$ cat src/hdl/artdmx_pkg.sv
`timescale 1ns / 1ps
`default_nettype none

package artdmx_pkg;

   // Fixed header length of an ArtDmx packet; channel data starts here.
   localparam int unsigned HEADER_BYTES = 18;

   // Byte offsets inside the Art-Net header.
   localparam logic [15:0] POS_OPCODE_LO = 16'd8;
   localparam logic [15:0] POS_OPCODE_HI = 16'd9;
   localparam logic [15:0] POS_FLAGS     = 16'd12;
   localparam logic [15:0] POS_UNIV_LO   = 16'd14;
   localparam logic [15:0] POS_UNIV_HI   = 16'd15;
   localparam logic [15:0] POS_LEN_HI    = 16'd16;
   localparam logic [15:0] POS_LEN_LO    = 16'd17;
   localparam logic [15:0] POS_IDENT_END = 16'd8;
   localparam logic [15:0] POS_DATA      = 16'(HEADER_BYTES);
   localparam logic [15:0] POS_MAX       = 16'hFFFF;

   // Opcodes (little-endian on the wire).
   localparam logic [15:0] OP_DMX        = 16'h5000;
   localparam logic [15:0] OP_POLL       = 16'h2000;
   localparam logic [15:0] OP_POLL_REPLY = 16'h2100;

   // Configuration register indexes.
   localparam logic CSR_LISTEN_UNIVERSE = 1'b0;
   localparam logic CSR_FILTER_ENABLE   = 1'b1;

   // Depth of the command queue between front and back.
   localparam int unsigned QUEUE_DEPTH = 4;
   localparam int unsigned QUEUE_AW    = $clog2(QUEUE_DEPTH);

   typedef enum logic [1:0] {
      EV_CHANNEL    = 2'd0,
      EV_FRAME_END  = 2'd1,
      EV_POLL       = 2'd2,
      EV_POLL_REPLY = 2'd3
   } event_kind_type;

   // One command per input byte that produces at least one event.
   typedef struct packed {
      logic           has_chan;
      logic [8:0]     chan_index;
      logic [7:0]     chan_value;
      logic           has_end;
      event_kind_type end_kind;
      logic [15:0]    universe;
      logic [9:0]     frame_len;
      logic [7:0]     talk_to_me;
      logic [31:0]    source;
   } cmd_type;

   // Queue status seen by the front and the back.
   typedef struct packed {
      logic empty;
      logic full;
   } queue_status_type;

   // The identifier "Art-Net" followed by a zero byte.
   function automatic logic [7:0] ident_byte(input logic [2:0] idx);
      logic [7:0] value;
      unique case (idx)
         3'd0:    value = 8'h41;
         3'd1:    value = 8'h72;
         3'd2:    value = 8'h74;
         3'd3:    value = 8'h2D;
         3'd4:    value = 8'h4E;
         3'd5:    value = 8'h65;
         3'd6:    value = 8'h74;
         default: value = 8'h00;
      endcase
      return value;
   endfunction

endpackage

`default_nettype wire

$ cat src/hdl/artnet_dmx_packet_parser.sv
`timescale 1ns / 1ps
`default_nettype none

// Channel   Direction  Handshake              Contents
// req_      in         req_tvalid/req_tready  one payload byte, end flag, sender address
// rsp_      out        rsp_tvalid/rsp_tready  one event: channel, frame end, poll, reply
// csr_      in         csr_we                 listen universe and filter enable
//
// One payload byte is taken per cycle while the queue is not full; parsing is a
// byte counter and compares. The front decodes each byte in the cycle it is
// accepted and writes at most one command into a four-entry queue; the back
// turns a command into one or two events through a registered output stage, one
// event per cycle while rsp_tready is high. A byte whose datagram ends on a DMX
// channel yields two events. req_tready drops only when the queue is full; reset
// is synchronous and clears the packet state, the queue and the output stage.

module artnet_dmx_packet_parser import artdmx_pkg::*; #(
   parameter int unsigned CHANNELS = 512
) (
   input  wire logic        clock,
   input  wire logic        reset,

   input  wire logic        req_tvalid,
   output logic             req_tready,
   // [7:0] payload_byte, [39:8] sender_ip
   input  wire logic [39:0] req_tdata,
   input  wire logic        req_tlast,

   output logic             rsp_tvalid,
   input  wire logic        rsp_tready,
   // [8:0] channel_index, [16:9] channel_value, [32:17] universe_number,
   // [42:33] frame_length, [50:43] talk_to_me, [82:51] source_address,
   // [87:83] zero
   output logic [87:0]      rsp_tdata,
   // [1:0] event_kind
   output logic [1:0]       rsp_tuser,
   output logic             rsp_tlast,

   input  wire logic        csr_we,
   input  wire logic        csr_index,
   input  wire logic [15:0] csr_wdata
);

   // Configuration registers. Users must write only while the block is idle; unchecked.
   logic [15:0] listen_universe_ff;
   logic        filter_enable_ff;

   always_ff @(posedge clock) begin
      if (reset) begin
         listen_universe_ff <= '0;
         filter_enable_ff   <= 1'b1;
      end else if (csr_we) begin
         unique case (csr_index)
            CSR_LISTEN_UNIVERSE: listen_universe_ff <= csr_wdata;
            CSR_FILTER_ENABLE:   filter_enable_ff   <= csr_wdata[0];
            default:             ;
         endcase
      end
   end

   // Front to back command path.
   logic             fifo_push;
   cmd_type          fifo_push_cmd;
   logic             fifo_pop;
   cmd_type          fifo_head;
   queue_status_type fifo_status;

   // The front decodes the header and emits a command for every byte that
   // produces an event.
   artdmx_front #(
      .CHANNELS(CHANNELS)
   ) u_front (
      .clock           (clock),
      .reset           (reset),
      .in_valid        (req_tvalid),
      .in_ready        (req_tready),
      .in_byte         (req_tdata[7:0]),
      .in_last         (req_tlast),
      .in_ip           (req_tdata[39:8]),
      .listen_universe (listen_universe_ff),
      .filter_enable   (filter_enable_ff),
      .queue_status    (fifo_status),
      .push            (fifo_push),
      .push_cmd        (fifo_push_cmd)
   );

   artdmx_queue u_queue (
      .clock    (clock),
      .reset    (reset),
      .push     (fifo_push),
      .push_cmd (fifo_push_cmd),
      .pop      (fifo_pop),
      .head     (fifo_head),
      .status   (fifo_status)
   );

   // The back splits each command into its events and holds the result
   // in an output register so a stalled consumer never blocks the front
   // until the queue fills.
   artdmx_back u_back (
      .clock        (clock),
      .reset        (reset),
      .head         (fifo_head),
      .queue_status (fifo_status),
      .pop          (fifo_pop),
      .out_valid    (rsp_tvalid),
      .out_ready    (rsp_tready),
      .out_data     (rsp_tdata),
      .out_kind     (rsp_tuser),
      .out_last     (rsp_tlast)
   );

   // The front must never push into a full queue.
   assert property (@(posedge clock) disable iff (reset)
      fifo_push |-> !fifo_status.full)
      else $error("command pushed into a full queue");

   // A channel event that is not the last of its byte is followed at once by
   // the frame end of the same packet.
   assert property (@(posedge clock) disable iff (reset)
      (rsp_tvalid && rsp_tready && !rsp_tlast)
         |=> (rsp_tvalid && rsp_tuser == EV_FRAME_END))
      else $error("channel event not followed by its frame end");

   // Frame length never exceeds the channel limit.
   assert property (@(posedge clock) disable iff (reset)
      (rsp_tvalid && rsp_tuser == EV_FRAME_END)
         |-> ({22'd0, rsp_tdata[42:33]} <= 32'(CHANNELS)))
      else $error("frame length beyond channel limit");

   // Channel indexes stay below the channel limit.
   assert property (@(posedge clock) disable iff (reset)
      (rsp_tvalid && rsp_tuser == EV_CHANNEL)
         |-> ({23'd0, rsp_tdata[8:0]} < 32'(CHANNELS)))
      else $error("channel index beyond channel limit");

endmodule

`default_nettype wire

$ cat src/hdl/artdmx_front.sv
`timescale 1ns / 1ps
`default_nettype none

module artdmx_front import artdmx_pkg::*; #(
   parameter int unsigned CHANNELS = 512
) (
   input  wire logic             clock,
   input  wire logic             reset,
   input  wire logic             in_valid,
   output logic                  in_ready,
   input  wire logic [7:0]       in_byte,
   input  wire logic             in_last,
   input  wire logic [31:0]      in_ip,
   input  wire logic [15:0]      listen_universe,
   input  wire logic             filter_enable,
   input  wire queue_status_type queue_status,
   output logic                  push,
   output cmd_type               push_cmd
);

   localparam logic [15:0] CHAN_LIMIT = 16'(CHANNELS);

   logic [15:0] byte_position_ff, byte_position_in;
   logic        ident_ok_ff, ident_ok_in;
   logic [15:0] opcode_ff, opcode_in;
   logic [15:0] universe_ff, universe_in;
   logic [15:0] length_ff, length_in;
   logic [7:0]  flags_ff, flags_in;
   logic [31:0] source_ff, source_in;
   logic [9:0]  sent_ff, sent_in;
   logic        accept_dmx_ff, accept_dmx_in;

   logic        accept;
   logic [15:0] limit;
   logic [15:0] count;
   cmd_type     cmd;

   assign in_ready = !queue_status.full;
   assign accept   = in_valid && in_ready;
   assign limit    = (length_ff < CHAN_LIMIT) ? length_ff : CHAN_LIMIT;

   always_comb begin
      byte_position_in = byte_position_ff;
      ident_ok_in      = ident_ok_ff;
      opcode_in        = opcode_ff;
      universe_in      = universe_ff;
      length_in        = length_ff;
      flags_in         = flags_ff;
      source_in        = source_ff;
      sent_in          = sent_ff;
      accept_dmx_in    = accept_dmx_ff;
      cmd              = '0;
      count            = byte_position_ff;

      if (byte_position_ff == '0) begin
         source_in = in_ip;
      end
      if (byte_position_ff < POS_IDENT_END &&
          in_byte != ident_byte(byte_position_ff[2:0])) begin
         ident_ok_in = 1'b0;
      end

      if (byte_position_ff == POS_OPCODE_LO) begin
         opcode_in[7:0] = in_byte;
      end
      if (byte_position_ff == POS_OPCODE_HI) begin
         opcode_in[15:8] = in_byte;
      end
      if (byte_position_ff == POS_FLAGS) begin
         flags_in = in_byte;
      end
      if (byte_position_ff == POS_UNIV_LO) begin
         universe_in[7:0] = in_byte;
      end
      if (byte_position_ff == POS_UNIV_HI) begin
         universe_in[15:8] = in_byte;
      end
      if (byte_position_ff == POS_LEN_HI) begin
         length_in[15:8] = in_byte;
      end
      if (byte_position_ff == POS_LEN_LO) begin
         length_in[7:0] = in_byte;
         accept_dmx_in  = ident_ok_in && opcode_ff == OP_DMX &&
                          (!filter_enable || universe_ff == listen_universe);
      end

      // Channel bytes follow the header while the frame limit is not reached.
      if (byte_position_ff >= POS_DATA && accept_dmx_ff &&
          {6'd0, sent_ff} < limit) begin
         cmd.has_chan   = 1'b1;
         cmd.chan_index = sent_ff[8:0];
         cmd.chan_value = in_byte;
         sent_in        = sent_ff + 10'd1;
      end

      if (byte_position_ff != POS_MAX) begin
         byte_position_in = byte_position_ff + 16'd1;
      end
      count = byte_position_in;

      // A packet long enough to hold the whole header has already passed
      // the flags byte, so the poll flags are always present here.
      if (in_last && count >= POS_DATA && ident_ok_in) begin
         if (opcode_in == OP_DMX) begin
            if (accept_dmx_in) begin
               cmd.has_end   = 1'b1;
               cmd.end_kind  = EV_FRAME_END;
               cmd.frame_len = sent_in;
            end
         end else if (opcode_in == OP_POLL) begin
            cmd.has_end    = 1'b1;
            cmd.end_kind   = EV_POLL;
            cmd.talk_to_me = flags_in;
         end else if (opcode_in == OP_POLL_REPLY) begin
            cmd.has_end  = 1'b1;
            cmd.end_kind = EV_POLL_REPLY;
         end
      end
      cmd.universe = universe_in;
      cmd.source   = source_in;

      if (in_last) begin
         byte_position_in = '0;
         ident_ok_in      = 1'b1;
         opcode_in        = '0;
         universe_in      = '0;
         length_in        = '0;
         flags_in         = '0;
         source_in        = '0;
         sent_in          = '0;
         accept_dmx_in    = 1'b0;
      end
   end

   assign push     = accept && (cmd.has_chan || cmd.has_end);
   assign push_cmd = cmd;

   always_ff @(posedge clock) begin
      if (reset) begin
         byte_position_ff <= '0;
         ident_ok_ff      <= 1'b1;
         opcode_ff        <= '0;
         universe_ff      <= '0;
         length_ff        <= '0;
         flags_ff         <= '0;
         source_ff        <= '0;
         sent_ff          <= '0;
         accept_dmx_ff    <= 1'b0;
      end else if (accept) begin
         byte_position_ff <= byte_position_in;
         ident_ok_ff      <= ident_ok_in;
         opcode_ff        <= opcode_in;
         universe_ff      <= universe_in;
         length_ff        <= length_in;
         flags_ff         <= flags_in;
         source_ff        <= source_in;
         sent_ff          <= sent_in;
         accept_dmx_ff    <= accept_dmx_in;
      end
   end

endmodule

`default_nettype wire

$ cat src/hdl/artdmx_queue.sv
`timescale 1ns / 1ps
`default_nettype none

module artdmx_queue import artdmx_pkg::*; (
   input  wire logic    clock,
   input  wire logic    reset,
   input  wire logic    push,
   input  wire cmd_type push_cmd,
   input  wire logic    pop,
   output cmd_type      head,
   output queue_status_type status
);

   cmd_type                 entry_ff [QUEUE_DEPTH];
   logic [QUEUE_AW-1:0]     wr_ptr_ff, wr_ptr_in;
   logic [QUEUE_AW-1:0]     rd_ptr_ff, rd_ptr_in;
   logic [QUEUE_AW:0]       fill_ff, fill_in;
   logic                    do_push, do_pop;

   assign status.empty = (fill_ff == '0);
   assign status.full  = (fill_ff == (QUEUE_AW+1)'(QUEUE_DEPTH));
   assign do_push      = push && !status.full;
   assign do_pop       = pop && !status.empty;
   assign head         = entry_ff[rd_ptr_ff];

   always_comb begin
      wr_ptr_in = do_push ? wr_ptr_ff + 1'b1 : wr_ptr_ff;
      rd_ptr_in = do_pop ? rd_ptr_ff + 1'b1 : rd_ptr_ff;
      fill_in   = fill_ff;
      if (do_push && !do_pop) begin
         fill_in = fill_ff + 1'b1;
      end else if (do_pop && !do_push) begin
         fill_in = fill_ff - 1'b1;
      end
   end

   always_ff @(posedge clock) begin
      if (do_push) begin
         entry_ff[wr_ptr_ff] <= push_cmd;
      end
   end

   always_ff @(posedge clock) begin
      if (reset) begin
         wr_ptr_ff <= '0;
         rd_ptr_ff <= '0;
         fill_ff   <= '0;
      end else begin
         wr_ptr_ff <= wr_ptr_in;
         rd_ptr_ff <= rd_ptr_in;
         fill_ff   <= fill_in;
      end
   end

endmodule

`default_nettype wire

$ cat src/hdl/artdmx_back.sv
`timescale 1ns / 1ps
`default_nettype none

module artdmx_back import artdmx_pkg::*; (
   input  wire logic             clock,
   input  wire logic             reset,
   input  wire cmd_type          head,
   input  wire queue_status_type queue_status,
   output logic                  pop,
   output logic                  out_valid,
   input  wire logic             out_ready,
   output logic [87:0]           out_data,
   output logic [1:0]            out_kind,
   output logic                  out_last
);

   logic           valid_ff, valid_in;
   logic [87:0]    data_ff, data_in;
   event_kind_type kind_ff, kind_in;
   logic           last_ff, last_in;
   logic           chan_done_ff, chan_done_in;
   logic           load;

   logic [8:0]     f_index;
   logic [7:0]     f_value;
   logic [15:0]    f_universe;
   logic [9:0]     f_frame_len;
   logic [7:0]     f_talk;

   assign load = !valid_ff || out_ready;

   always_comb begin
      valid_in     = valid_ff;
      kind_in      = kind_ff;
      last_in      = last_ff;
      chan_done_in = chan_done_ff;
      pop          = 1'b0;
      f_index      = '0;
      f_value      = '0;
      f_universe   = '0;
      f_frame_len  = '0;
      f_talk       = '0;

      if (load) begin
         valid_in = !queue_status.empty;
         if (!queue_status.empty) begin
            if (head.has_chan && !chan_done_ff) begin
               // Channel event goes first; a frame end in the same command
               // stays at the head for the next slot.
               kind_in    = EV_CHANNEL;
               f_index    = head.chan_index;
               f_value    = head.chan_value;
               f_universe = head.universe;
               last_in    = !head.has_end;
               if (head.has_end) begin
                  chan_done_in = 1'b1;
               end else begin
                  pop = 1'b1;
               end
            end else begin
               kind_in      = head.end_kind;
               last_in      = 1'b1;
               pop          = 1'b1;
               chan_done_in = 1'b0;
               if (head.end_kind == EV_FRAME_END) begin
                  f_universe  = head.universe;
                  f_frame_len = head.frame_len;
               end
               if (head.end_kind == EV_POLL) begin
                  f_talk = head.talk_to_me;
               end
            end
         end
      end

      data_in = load ? {5'd0, head.source, f_talk, f_frame_len, f_universe,
                        f_value, f_index} : data_ff;
   end

   always_ff @(posedge clock) begin
      data_ff <= data_in;
      kind_ff <= kind_in;
      last_ff <= last_in;
   end

   always_ff @(posedge clock) begin
      if (reset) begin
         valid_ff     <= 1'b0;
         chan_done_ff <= 1'b0;
      end else begin
         valid_ff     <= valid_in;
         chan_done_ff <= chan_done_in;
      end
   end

   assign out_valid = valid_ff;
   assign out_data  = data_ff;
   assign out_kind  = kind_ff;
   assign out_last  = last_ff;

endmodule

`default_nettype wire
$ cat config.mk
export PLATFORM = sky130hd
export DESIGN_NAME = artnet_dmx_packet_parser
export DESIGN_NICKNAME = d
export VERILOG_FILES = /design/src/hdl/artdmx_pkg.sv /design/src/hdl/artnet_dmx_packet_parser.sv /design/src/hdl/artdmx_front.sv /design/src/hdl/artdmx_queue.sv /design/src/hdl/artdmx_back.sv
export SDC_FILE = /design/constraint.sdc
export NUM_CORES = 1
export LEC_CHECK = 0
export BUFFER_PORTS_ARGS = -buffer_cell sky130_fd_sc_hd__buf_2
export CAP_MARGIN = 40
export CORE_ASPECT_RATIO = 1.1
export CORE_UTILIZATION = 55
export CTS_CLUSTER_SIZE = 24
export DETAILED_ROUTE_END_ITERATION = 10
export PLACE_DENSITY = 0.85
export SETUP_SLACK_MARGIN = 0.1
export SLEW_MARGIN = 15
export SYNTH_ARGS = -nofsm -noshare
export SYNTH_HDL_FRONTEND = slang
export SYNTH_SLANG_ARGS = --single-unit
$ cat constraint.sdc
create_clock -name clock -period 7.69 [get_ports clock]
set_input_delay 0.769 -clock clock [delete_from_list [all_inputs] [get_ports clock]]
set_output_delay 0.769 -clock clock [all_outputs]
set_load 0.005 [all_outputs]
==> flow_summary.yaml, run 1 <==
outcome:
  status: "finished, final reports clean"
cells_and_area:
  nets: 1777
  multi_input_area_sq_mm: 0.00698
  regArea_sq_mm: 0.0159
  area_growth_pct: 13.0
  final_cells: 2297
  fill_cells: 2837
  drive_gt1_share_pct: 23.3
power:
  combPwrFrac_pct: 2.8
  p_sw_share_pct: 20.2
  vdd_drop_max_mv: 0.189
  power_frac_seq_pct: 54.7
  p_leak_nw: 8.94
  power_density_mw_per_mm2: 232
  p_int_mw: 4.89
  switching_power_mw: 1.24
  power_frac_clock_pct: 42.5
die:
  core_sq_mm: 0.0416
  die-area_sq_mm: 0.0433
  die_w_um: 198
  die_h_um: 218
  fp-row-count: 78
  start_util_pct: 56.1
  ios: 156
yosys:
  syn-mean-instance-area_sq_um: 15.0
  netlist_area_sq_mm: 0.0233
  synth-async-reset-ratio_pct: 0
  synthTopCellsByArea: "edfxtp_1 (56%), dfxtp_1 (12%), mux4_2 (8.4%)"
  synth_top_area_cell: "edfxtp_1"
  synth.top_cells.by_count: "edfxtp_1 (434), nor2_1 (161), dfxtp_1 (144), mux4_2 (87), a22oi_1 (81)"
  synthCells: 1561
  synth_warnings: 0
  ys_ff_latch: 578
  synth_cell_type_count: 75
  yosysMostFrequentCell: "edfxtp_1"
  synthFlopType: "edfxtp_1"
  seq_area_frac_synth_pct: 68.2
  synth_edf_count: 434
  synth_top_area_share_pct: 55.8
sta:
  timing.final.crit_share_pct: 63.6
  drv_slew: 0
  setup-violations-final: 0
  hold_viol_final: 0
  fmax_ghz: 0.204
  fin_setup_tns_ps: 0
  skew_ps: 19.8
  post-route-min-period_ps: 4890
  tightest_slew_ps: 856
  rsz0062_at_grt: "false"
  relSlewSlack_pct: 42.9
global_routing:
  overflow: 0
  grt_start_max_net_pins: 88
  grt_pass1_wl_um: 82400
  grt_pass1_vias: 14300
  grtUsageTotal_pct: 25.4
  antenna_found_initial: 0
routing:
  wl_um: 54600
  first_pass_iters: 6
  drc_errors: 0
  ant_nets: 0
  drtIter0Drc: 1517
  vias: 14200
  viasPerCell: 6.20
  post_drt_wl_per_cell_um: 23.8
worst_setup_path:
  critPathLaunch: "u_front.byte_position_ff[2]"
  worstSetupEndpointType: "register"
  crit_type: "reg -> reg"
  cp-start-kind: "register"
  worst-path-max-fanout: 47
  cp.required_ps: 7890
  arrival_ps: 5090
  reg2reg_from: "u_front.byte_position_ff[2]"
clock_network:
  cts_buffers: 53
  clock_latency_ps: 580
  clkSinkCount: 578
  clk_path_buf_depth: 3
  htree_levels: 2
  post_cts_buffers: 0
  hold_buffers: 0
  cts_root_buf: "clkbuf_16"
  cts_resized: 0
  clkSlewWorstSetupHoldPaths_ps: 70
  cts_tree: "done"
placement:
  dp_hpwl_um: 33000
  io_buffers: 150
  dp_cells: 2196
  place_congestion: 0.867
min_path:
  hold_class: "in -> reg"
  min-delay-start: "csr_wdata[14]"
job:
  timing.max_cap.violations: 0
[layout by cell type (no fill, tap or decap), types with 9 or more instances in the layout]
master and n:
o21ai_0 22, nor2_1 160, nand2_1 71, ha_1 21, inv_1 20, a22oi_1 81, and3_1 28, dfxtp_1 142
clkbuf_16 54, edfxtp_1 434, buf_4 19, or3_1 10, mux2i_1 26, mux4_2 87, nand4_1 13, clkbuf_1 16
and2_1 20, a21oi_1 58, nand2b_1 10, mux2_2 47, xnor2_1 26, nor3_1 22, a31oi_1 10, clkinv_1 9
nand3_1 14, nor2b_1 45, buf_2 149, xor2_1 9
[flip-flops by register name, indices dropped and copies added (netlist names), named ones only]
name                      count
u_back.out_data              83
u_front.opcode_ff            16
u_front.accept_dmx_ff         1
u_front.flags_ff              8
u_front.universe_ff          16
u_queue.fill_ff               3
u_front.length_ff            16
u_queue.entry_ff            348
u_front.sent_ff              10
filter_enable_ff              1
u_front.ident_ok_ff           1
u_queue.rd_ptr_ff             2
u_front.source_ff            32
u_back.out_last               1
listen_universe_ff           16
u_front.byte_position_ff     16
u_back.chan_done_ff           1
u_back.out_valid              1
u_queue.wr_ptr_ff             2
u_back.out_kind               2
[worst paths after layout]
check                                  to  slack (ps)  cells after the start
hold / removal     listen_universe_ff[14]         430                      3
hold reg to reg     listen_universe_ff[7]         470                      2
setup / recovery  u_queue.entry_ff[1][71]        2800                     11
setup reg to reg  u_queue.entry_ff[1][71]        2800                     11
[cell type report]
type / count / area share (%)
Sequential cell: 578 / 60.3
Multi-Input combinational cell: 867 / 26.5
Clock buffer: 73 / 5.51
Timing Repair Buffer: 172 / 3.73
Tap cell: 560 / 2.66
Clock inverter: 25 / 0.996
Inverter: 20 / 0.285
Antenna cell: 2 / 0.0190
[per-layer routing]
| metal | track usage, % | wire (um) | vias to the layer above |
|---|---|---|---|
| met3 | 3.51 | 3920 | 152 |
| met2 | 43.9 | 27800 | 725 |
| li1 | - | - | 6197 |
| met5 | 0 | 0 | - |
| met1 | 32.6 | 20900 | 7173 |
| met4 | 9.49 | 2010 | 0 |
[cells by family after synthesis]
kind of cell,count (synthesis),share of synthesized area (%)
AND/OR/NAND/NOR,435,9.37
buffers and inverters,120,2.10
other,1,0.0161
adder cells (fa/ha/maj),22,1.21
XOR/XNOR,35,1.31
flip-flops,578,68.2
AO/OA/AOI/OAI,209,5.97
multiplexers,161,11.8
[power groups by stage]
stage	sequential [mW]	clock, mW	combinational, mW
global route	3.35	2.76	0.187
CTS	3.35	2.63	0.170
floorplan	3.41	0	0.108
detailed placement	3.41	0	0.168
global placement	3.41	0	0.158
finish	3.35	2.60	0.174
[worst max-delay path: stages (launching register included)]
cell	delay, ps
dfxtp_1	700
inv_1	280
ha_1	330
a211o_1	260
a31oi_1	180
xnor2_1	80
nor4b_1	370
a31oi_1	170
or3_4	440
a21oi_4	290
and2_4	750
buf_4	620
[per-stage QoR]
step / power, mW / setup WS [ps] / cell area [sq um] / util [%] / hold WS (ps)
after detailed placement: 3.58 / 2850 / 24600 / 59.3 / 461
after CTS: 6.15 / 2830 / 26400 / 63.4 / 409
final: 6.13 / 2800 / 26400 / 63.5 / 426
after global placement: 3.57 / 2980 / 24500 / 59.0 / 460
after floorplan: 3.52 / 2340 / 23400 / - / 449
after global routing: 6.29 / 2560 / 26400 / 63.5 / 424
(Power assumes the default switching activity.)
==> inputs of run 2 (changes only) <==
--- a/config.mk
+++ b/config.mk
@@ -8,10 +8,10 @@
 export BUFFER_PORTS_ARGS = -buffer_cell sky130_fd_sc_hd__buf_2
 export CAP_MARGIN = 40
 export CORE_ASPECT_RATIO = 1.1
-export CORE_UTILIZATION = 55
+export CORE_UTILIZATION = 54
 export CTS_CLUSTER_SIZE = 24
 export DETAILED_ROUTE_END_ITERATION = 10
-export PLACE_DENSITY = 0.85
+export PLACE_DENSITY = 0.87
 export SETUP_SLACK_MARGIN = 0.1
 export SLEW_MARGIN = 15
 export SYNTH_ARGS = -nofsm -noshare
==> constraint.sdc (replaced) <==
create_clock -name clock -period 4.4 [get_ports clock]
set_input_delay 0.44 -clock clock [delete_from_list [all_inputs] [get_ports clock]]
set_output_delay 0.44 -clock clock [all_outputs]
set_load 0.005 [all_outputs]
==> flow_summary.yaml, run 2 (synthesized netlist as in run 1, its figures left out) <==
outcome:
  status: "finished, final reports clean"
placement:
  dp_hpwl_um: 32900
  dp_cells: 2213
  io_buffers: 150
  place_congestion: 0.855
worst_setup_path:
  ff2ff_path_depth: 18
  worst-path-max-fanout: 5
  crit_type: "reg -> reg"
  cp.required_ps: 4920
  reg2reg_from: "u_front.length_ff[11]"
  ff2ff_setup_slack_ps: 170
  worstSetupEndpointType: "register"
  reg2reg_to: "u_queue.fill_ff[2]"
  arrival_ps: 4750
  cp-start-kind: "register"
routing:
  vias: 14400
  viasPerCell: 6.20
  first_pass_iters: 6
  wl_um: 54100
  post_drt_wl_per_cell_um: 23.3
  drtIter0Drc: 1546
  ant_nets: 0
  drc_errors: 0
sta:
  hold_viol_final: 0
  skew_ps: 21.1
  fmax_ghz: 0.236
  timing.final.crit_share_pct: 96.1
  hold_ws_ps: 90.1
  drv_slew: 0
  rsz0062_at_grt: "false"
  fin_setup_tns_ps: 0
  tightest_slew_ps: 873
  setup-violations-final: 0
  post-route-min-period_ps: 4230
  relSlewSlack_pct: 41.8
clock_network:
  htree_levels: 2
  cts_tree: "done"
  clkSinkCount: 578
  clock_latency_ps: 600
  clkSlewWorstSetupHoldPaths_ps: 60
  hold_buffers: 0
  cts_root_buf: "clkbuf_16"
  cts_buffers: 54
  clk_path_buf_depth: 3
min_path:
  min_to: "listen_universe_ff[10]"
  holdPathStages: 3
  min-delay-start: "csr_wdata[10]"
  hold_class: "in -> reg"
cells_and_area:
  largest_reg_flops: 348
  drive_gt1_share_pct: 24.8
  final_cell_mix: "edfxtp_1 (434), nor2_1 (159), buf_2 (149)"
  nets: 1793
  regMostFlops: "u_queue.entry_ff"
  area_growth_pct: 14.4
  antenna_cells: 0
  fill_cells: 2851
  layout_commonest_cell: "edfxtp_1"
  final_cells: 2320
global_routing:
  grtUsageTotal_pct: 24.4
  overflow: 0
  grt_pass1_vias: 14100
  grt_start_max_net_pins: 78
  grt_pass1_wl_um: 81600
  antenna_found_initial: 1
die:
  die_w_um: 200
  fp-row-count: 79
  start_util_pct: 54.9
  die-area_sq_mm: 0.0441
  core_sq_mm: 0.0425
  die_h_um: 220
  ios: 156
power:
  vdd_drop_max_mv: 0.311
  p_leak_nw: 9.25
  power_density_mw_per_mm2: 481
job:
  timing.max_cap.violations: 0
-- run 2: cell types whose count changed in the layout (fill, tap and decap cells not counted), sizes merged --
cell	delta
diode	-2
inv	+5
bufinv	+1
buf	+15
clkinv	-3
-- run 2: worst max-delay path, stage by stage (launching register included) --
cell       delay, ps
dfxtp_1          310
or4_1            600
nor2_4           190
buf_4            150
nand2_1           60
ha_1             280
o21a_1           190
o2111ai_1        200
a21oi_1           90
a311oi_2         290
buf_4            180
o31ai_2           90
a21oi_4          210
ha_1             230
inv_1             70
fa_1             380
xor2_1           180
or3_1            310
a21oi_1          140
-- run 2: how the worst max path moves through the flow --
stage,start,endpoint,slack [ps],cells past startpoint
floorplan,u_front.length_ff[11],u_queue.entry_ff[0][0],10,11
global placement,u_front.length_ff[11],u_queue.fill_ff[2],280,16
detailed placement,u_front.length_ff[11],u_queue.fill_ff[2],120,16
CTS,u_front.byte_position_ff[0],u_queue.fill_ff[2],150,15
global route,u_front.byte_position_ff[1],u_queue.fill_ff[2],80,15
finish,u_front.length_ff[11],u_queue.fill_ff[2],170,18
-- run 2: metal layers --
layer	wire length [um]	vias up	GRT usage, %	part of all wire (%)
met2	27600	737	42.2	51
met5	11	-	0	0.020
met1	20400	7255	30.4	38
li1	-	6225	-	-
met3	3950	167	3.82	7.3
met4	2220	2	11.1	4.1
-- run 2: final cells by class --
cell class	instances	area, sq um	share of cell area, %
Sequential cell	578	15900	59.6
Multi-Input combinational cell	867	7000	26.2
Clock buffer	73	1510	5.64
Timing Repair Buffer	187	1170	4.39
Tap cell	567	709	2.66
Clock inverter	28	317	1.19
Inverter	20	75.1	0.281
-- run 2: timing repair --
| action | in CTS | in global routing |
|---|---|---|
| pin swaps | 0 | 1 |
| buffers inserted | 0 | 3 |
| resized for setup | 1 | 5 |
| setup endpoints to repair | 1 | 2 |
-- run 2: through the flow --
step	power [mW]	worst slack, ps	util (%)	cell area (sq um)
3_5_place_dp	8.15	116	58.3	24800
5_1_grt	13.2	84.0	62.8	26700
3_3_place_gp	8.05	277	58.2	24800
6_report	12.8	170	62.8	26700
2_1_floorplan	7.50	12.0	-	23400
4_1_cts	12.9	148	62.6	26600
-- run 2: report_power, final --
group / internal (mW) / switching (mW) / leakage [nW]
Sequential: 6.21 / 0.171 / 5.29
Combinational: 0.756 / 0.938 / 3.08
Clock: 2.77 / 2.00 / 0.892
==> inputs of run 3 (changes only) <==
--- a/config.mk
+++ b/config.mk
@@ -5,13 +5,14 @@
 export SDC_FILE = /design/constraint.sdc
 export NUM_CORES = 1
 export LEC_CHECK = 0
+export ABC_AREA = 1
 export BUFFER_PORTS_ARGS = -buffer_cell sky130_fd_sc_hd__buf_2
 export CAP_MARGIN = 40
 export CORE_ASPECT_RATIO = 1.1
-export CORE_UTILIZATION = 54
+export CORE_UTILIZATION = 55
 export CTS_CLUSTER_SIZE = 24
 export DETAILED_ROUTE_END_ITERATION = 10
-export PLACE_DENSITY = 0.87
+export PLACE_DENSITY = 0.88
 export SETUP_SLACK_MARGIN = 0.1
 export SLEW_MARGIN = 15
 export SYNTH_ARGS = -nofsm -noshare
==> flow_summary.yaml, run 3 <==
yosys:
  synth_edf_count: 434
  synthTopCellsByArea: "edfxtp_1 (54%), dfxtp_1 (12%), nor2_1 (6.4%)"
  ys_ff_latch: 578
  synth_top_area_share_pct: 54.4
  syn-mean-instance-area_sq_um: 10.5
  synth-async-reset-ratio_pct: 0
  synth_cell_type_count: 42
  netlist_area_sq_mm: 0.0240
  synth_top_area_cell: "edfxtp_1"
  seq_area_frac_synth_pct: 66.4
  synth.top_cells.by_count: "edfxtp_1 (434), nor2_1 (410), nand2_1 (361), o21ai_0 (243), a21oi_1 (173)"
  synthFlopType: "edfxtp_1"
  yosysMostFrequentCell: "edfxtp_1"
  synth_warnings: 0
  synthCells: 2286
clock_network:
  cts_tree: "done"
  htree_levels: 2
  cts_buffers: 55
  cts_resized: 0
  hold_buffers: 0
  post_cts_buffers: 0
  cts_root_buf: "clkbuf_16"
  clkSinkCount: 578
  clk_path_buf_depth: 3
  clkSlewWorstSetupHoldPaths_ps: 60
  clock_latency_ps: 630
cells_and_area:
  layout_commonest_cell: "edfxtp_1"
  fill_cells: 2953
  regMostFlops: "u_queue.entry_ff"
  final_cells: 3023
  drive_gt1_share_pct: 14.6
  final_cell_mix: "edfxtp_1 (434), nor2_1 (405), nand2_1 (360)"
  nets: 2492
  area_growth_pct: 13.7
  regArea_sq_mm: 0.0159
  design_area_sq_mm: 0.0272
  multi_input_area_sq_mm: 0.00713
  largest_reg_flops: 348
worst_setup_path:
  cp-start-kind: "register"
  cp.required_ps: 4910
  reg2reg_from: "u_front.byte_position_ff[1]"
  crit_type: "reg -> reg"
  critPathLaunch: "u_front.byte_position_ff[1]"
  worst-path-max-fanout: 13
  cp_slowest_cell: "dfxtp_2"
  crit_chain: "inv_1, ha_1, o21ai_1, nand3_2, nand3_1, nand3_1, nor2_1, nand2_1, nand2_1, nand3_1, nor2_2, nand3_4, nand3_2, nand2_2, inv_1, ha_1, inv_1, fa_1, a21oi_1, o21ai_0, o21ai_0, a21oi_1"
  cp_slowest_stage_delay_ps: 410
  arrival_ps: 4430
  worstSetupEndpointType: "register"
placement:
  dp_hpwl_um: 34900
  io_buffers: 150
  place_area_sq_mm: 0.0253
  place_congestion: 0.868
  dp_cells: 2916
die:
  fp-row-count: 79
  core_sq_mm: 0.0426
  start_util_pct: 56.3
  ios: 156
  die_h_um: 221
  die-area_sq_mm: 0.0444
  die_w_um: 201
global_routing:
  grt_pass1_wl_um: 88900
  overflow: 0
  grt_start_max_net_pins: 88
  grt_pass1_vias: 17000
  grtUsageTotal_pct: 25.5
  antenna_found_initial: 4
sta:
  fmax_ghz: 0.255
  relSlewSlack_pct: 40.1
  setup-violations-final: 0
  post-route-min-period_ps: 3910
  timing.final.crit_share_pct: 89.0
  tightest_slew_ps: 898
  skew_ps: 20.1
  rsz0062_at_grt: "false"
  hold_viol_final: 0
  drv_slew: 0
power:
  total_power_mw: 14.7
  vdd_drop_max_mv: 0.318
  p_leak_nw: 9.82
  power_density_mw_per_mm2: 540
routing:
  first_pass_iters: 6
  post_drt_wl_per_cell_um: 19.1
  wl_um: 57700
  viasPerCell: 5.83
  ant_nets: 0
  drc_errors: 0
  drtIter0Drc: 1869
  vias: 17600
outcome:
  status: "finished, final reports clean"
min_path:
  min-delay-start: "csr_wdata[13]"
  hold_class: "in -> reg"
job:
  timing.max_cap.violations: 0
## run 3: cell types whose count changed in the layout (fill, tap and decap cells not counted), sizes merged, moves of 26 or more
cell / previous run / this run
and3: 28 / 1
a21oi: 59 / 173
o22ai: 2 / 46
nand3: 15 / 65
mux2i: 26 / 0
mux4: 87 / 0
o21ai: 24 / 256
nand2: 73 / 372
nor2: 161 / 423
nor2b: 45 / 0
inv: 25 / 126
a22oi: 81 / 0
## run 3: path summary, 6_finish.rpt
| path | to | slack, ps | cells after the start |
|---|---|---|---|
| min | listen_universe_ff[13] | 40 | 3 |
| max | u_queue.fill_ff[2] | 490 | 22 |
| max reg2reg | u_queue.fill_ff[2] | 490 | 22 |
| min reg2reg | u_front.source_ff[4] | 460 | 2 |
## run 3: per-stage QoR
stage | setup WS [ps] | TNS [ps] | hold WS (ps) | util (%)
2_1_floorplan | -412 | -143310 | 429 | -
3_5_place_dp | 286 | 0 | 456 | 59.5
3_3_place_gp | 457 | 0 | 442 | 59.2
4_1_cts | 239 | 0 | 27.9 | 63.9
6_report | 485 | 0 | 36.9 | 63.9
5_1_grt | 147 | 0 | 39.6 | 63.9
## run 3: area by class of cell
cell class	instances	area share [%]
flip-flops and latches	578	58.5
multi-input cells	1465	26.2
clock buffers	76	5.52
repair buffers	179	4.09
well taps	567	2.60
inverters	128	1.78
clock inverters	28	1.35
diodes	2	0.0184
## run 3: layer usage
metal	track usage (%)	wire length, um	share of wire (%)	vias to the layer above
li1	-	-	-	8101
met1	30.0	21000	36	8464
met2	45.9	29900	52	926
met3	4.21	4900	8.5	138
met4	10.9	1920	3.3	4
met5	0	20	0.035	-
## run 3: logic make-up after synthesis
| group | Yosys count | synth area share (%) |
|---|---|---|
| AND/OR/NAND/NOR | 897 | 15.3 |
| flip-flops | 578 | 66.4 |
| AO/OA/AOI/OAI | 483 | 10.5 |
| buffers and inverters | 247 | 4.14 |
| multiplexers | 32 | 1.50 |
| XOR/XNOR | 26 | 0.950 |
| adder cells (fa/ha/maj) | 22 | 1.18 |
| other | 1 | 0.0156 |
## run 3: critical path: cells and delay by family, from the launching register on
family	cells	cell delay, ps
buf+inv	3	270
compound gates	5	850
simple gates	11	1440
flops	1	410
fa+ha+maj	3	830
## run 3: power by group
group          leakage, nW  internal, mW  switching (mW)  total (mW)
Sequential            5.07          6.52           0.234        6.76
Combinational         3.84         0.978            2.14        3.12
Clock                0.906          2.78            2.06        4.83
Total                 9.82          10.3            4.43        14.7
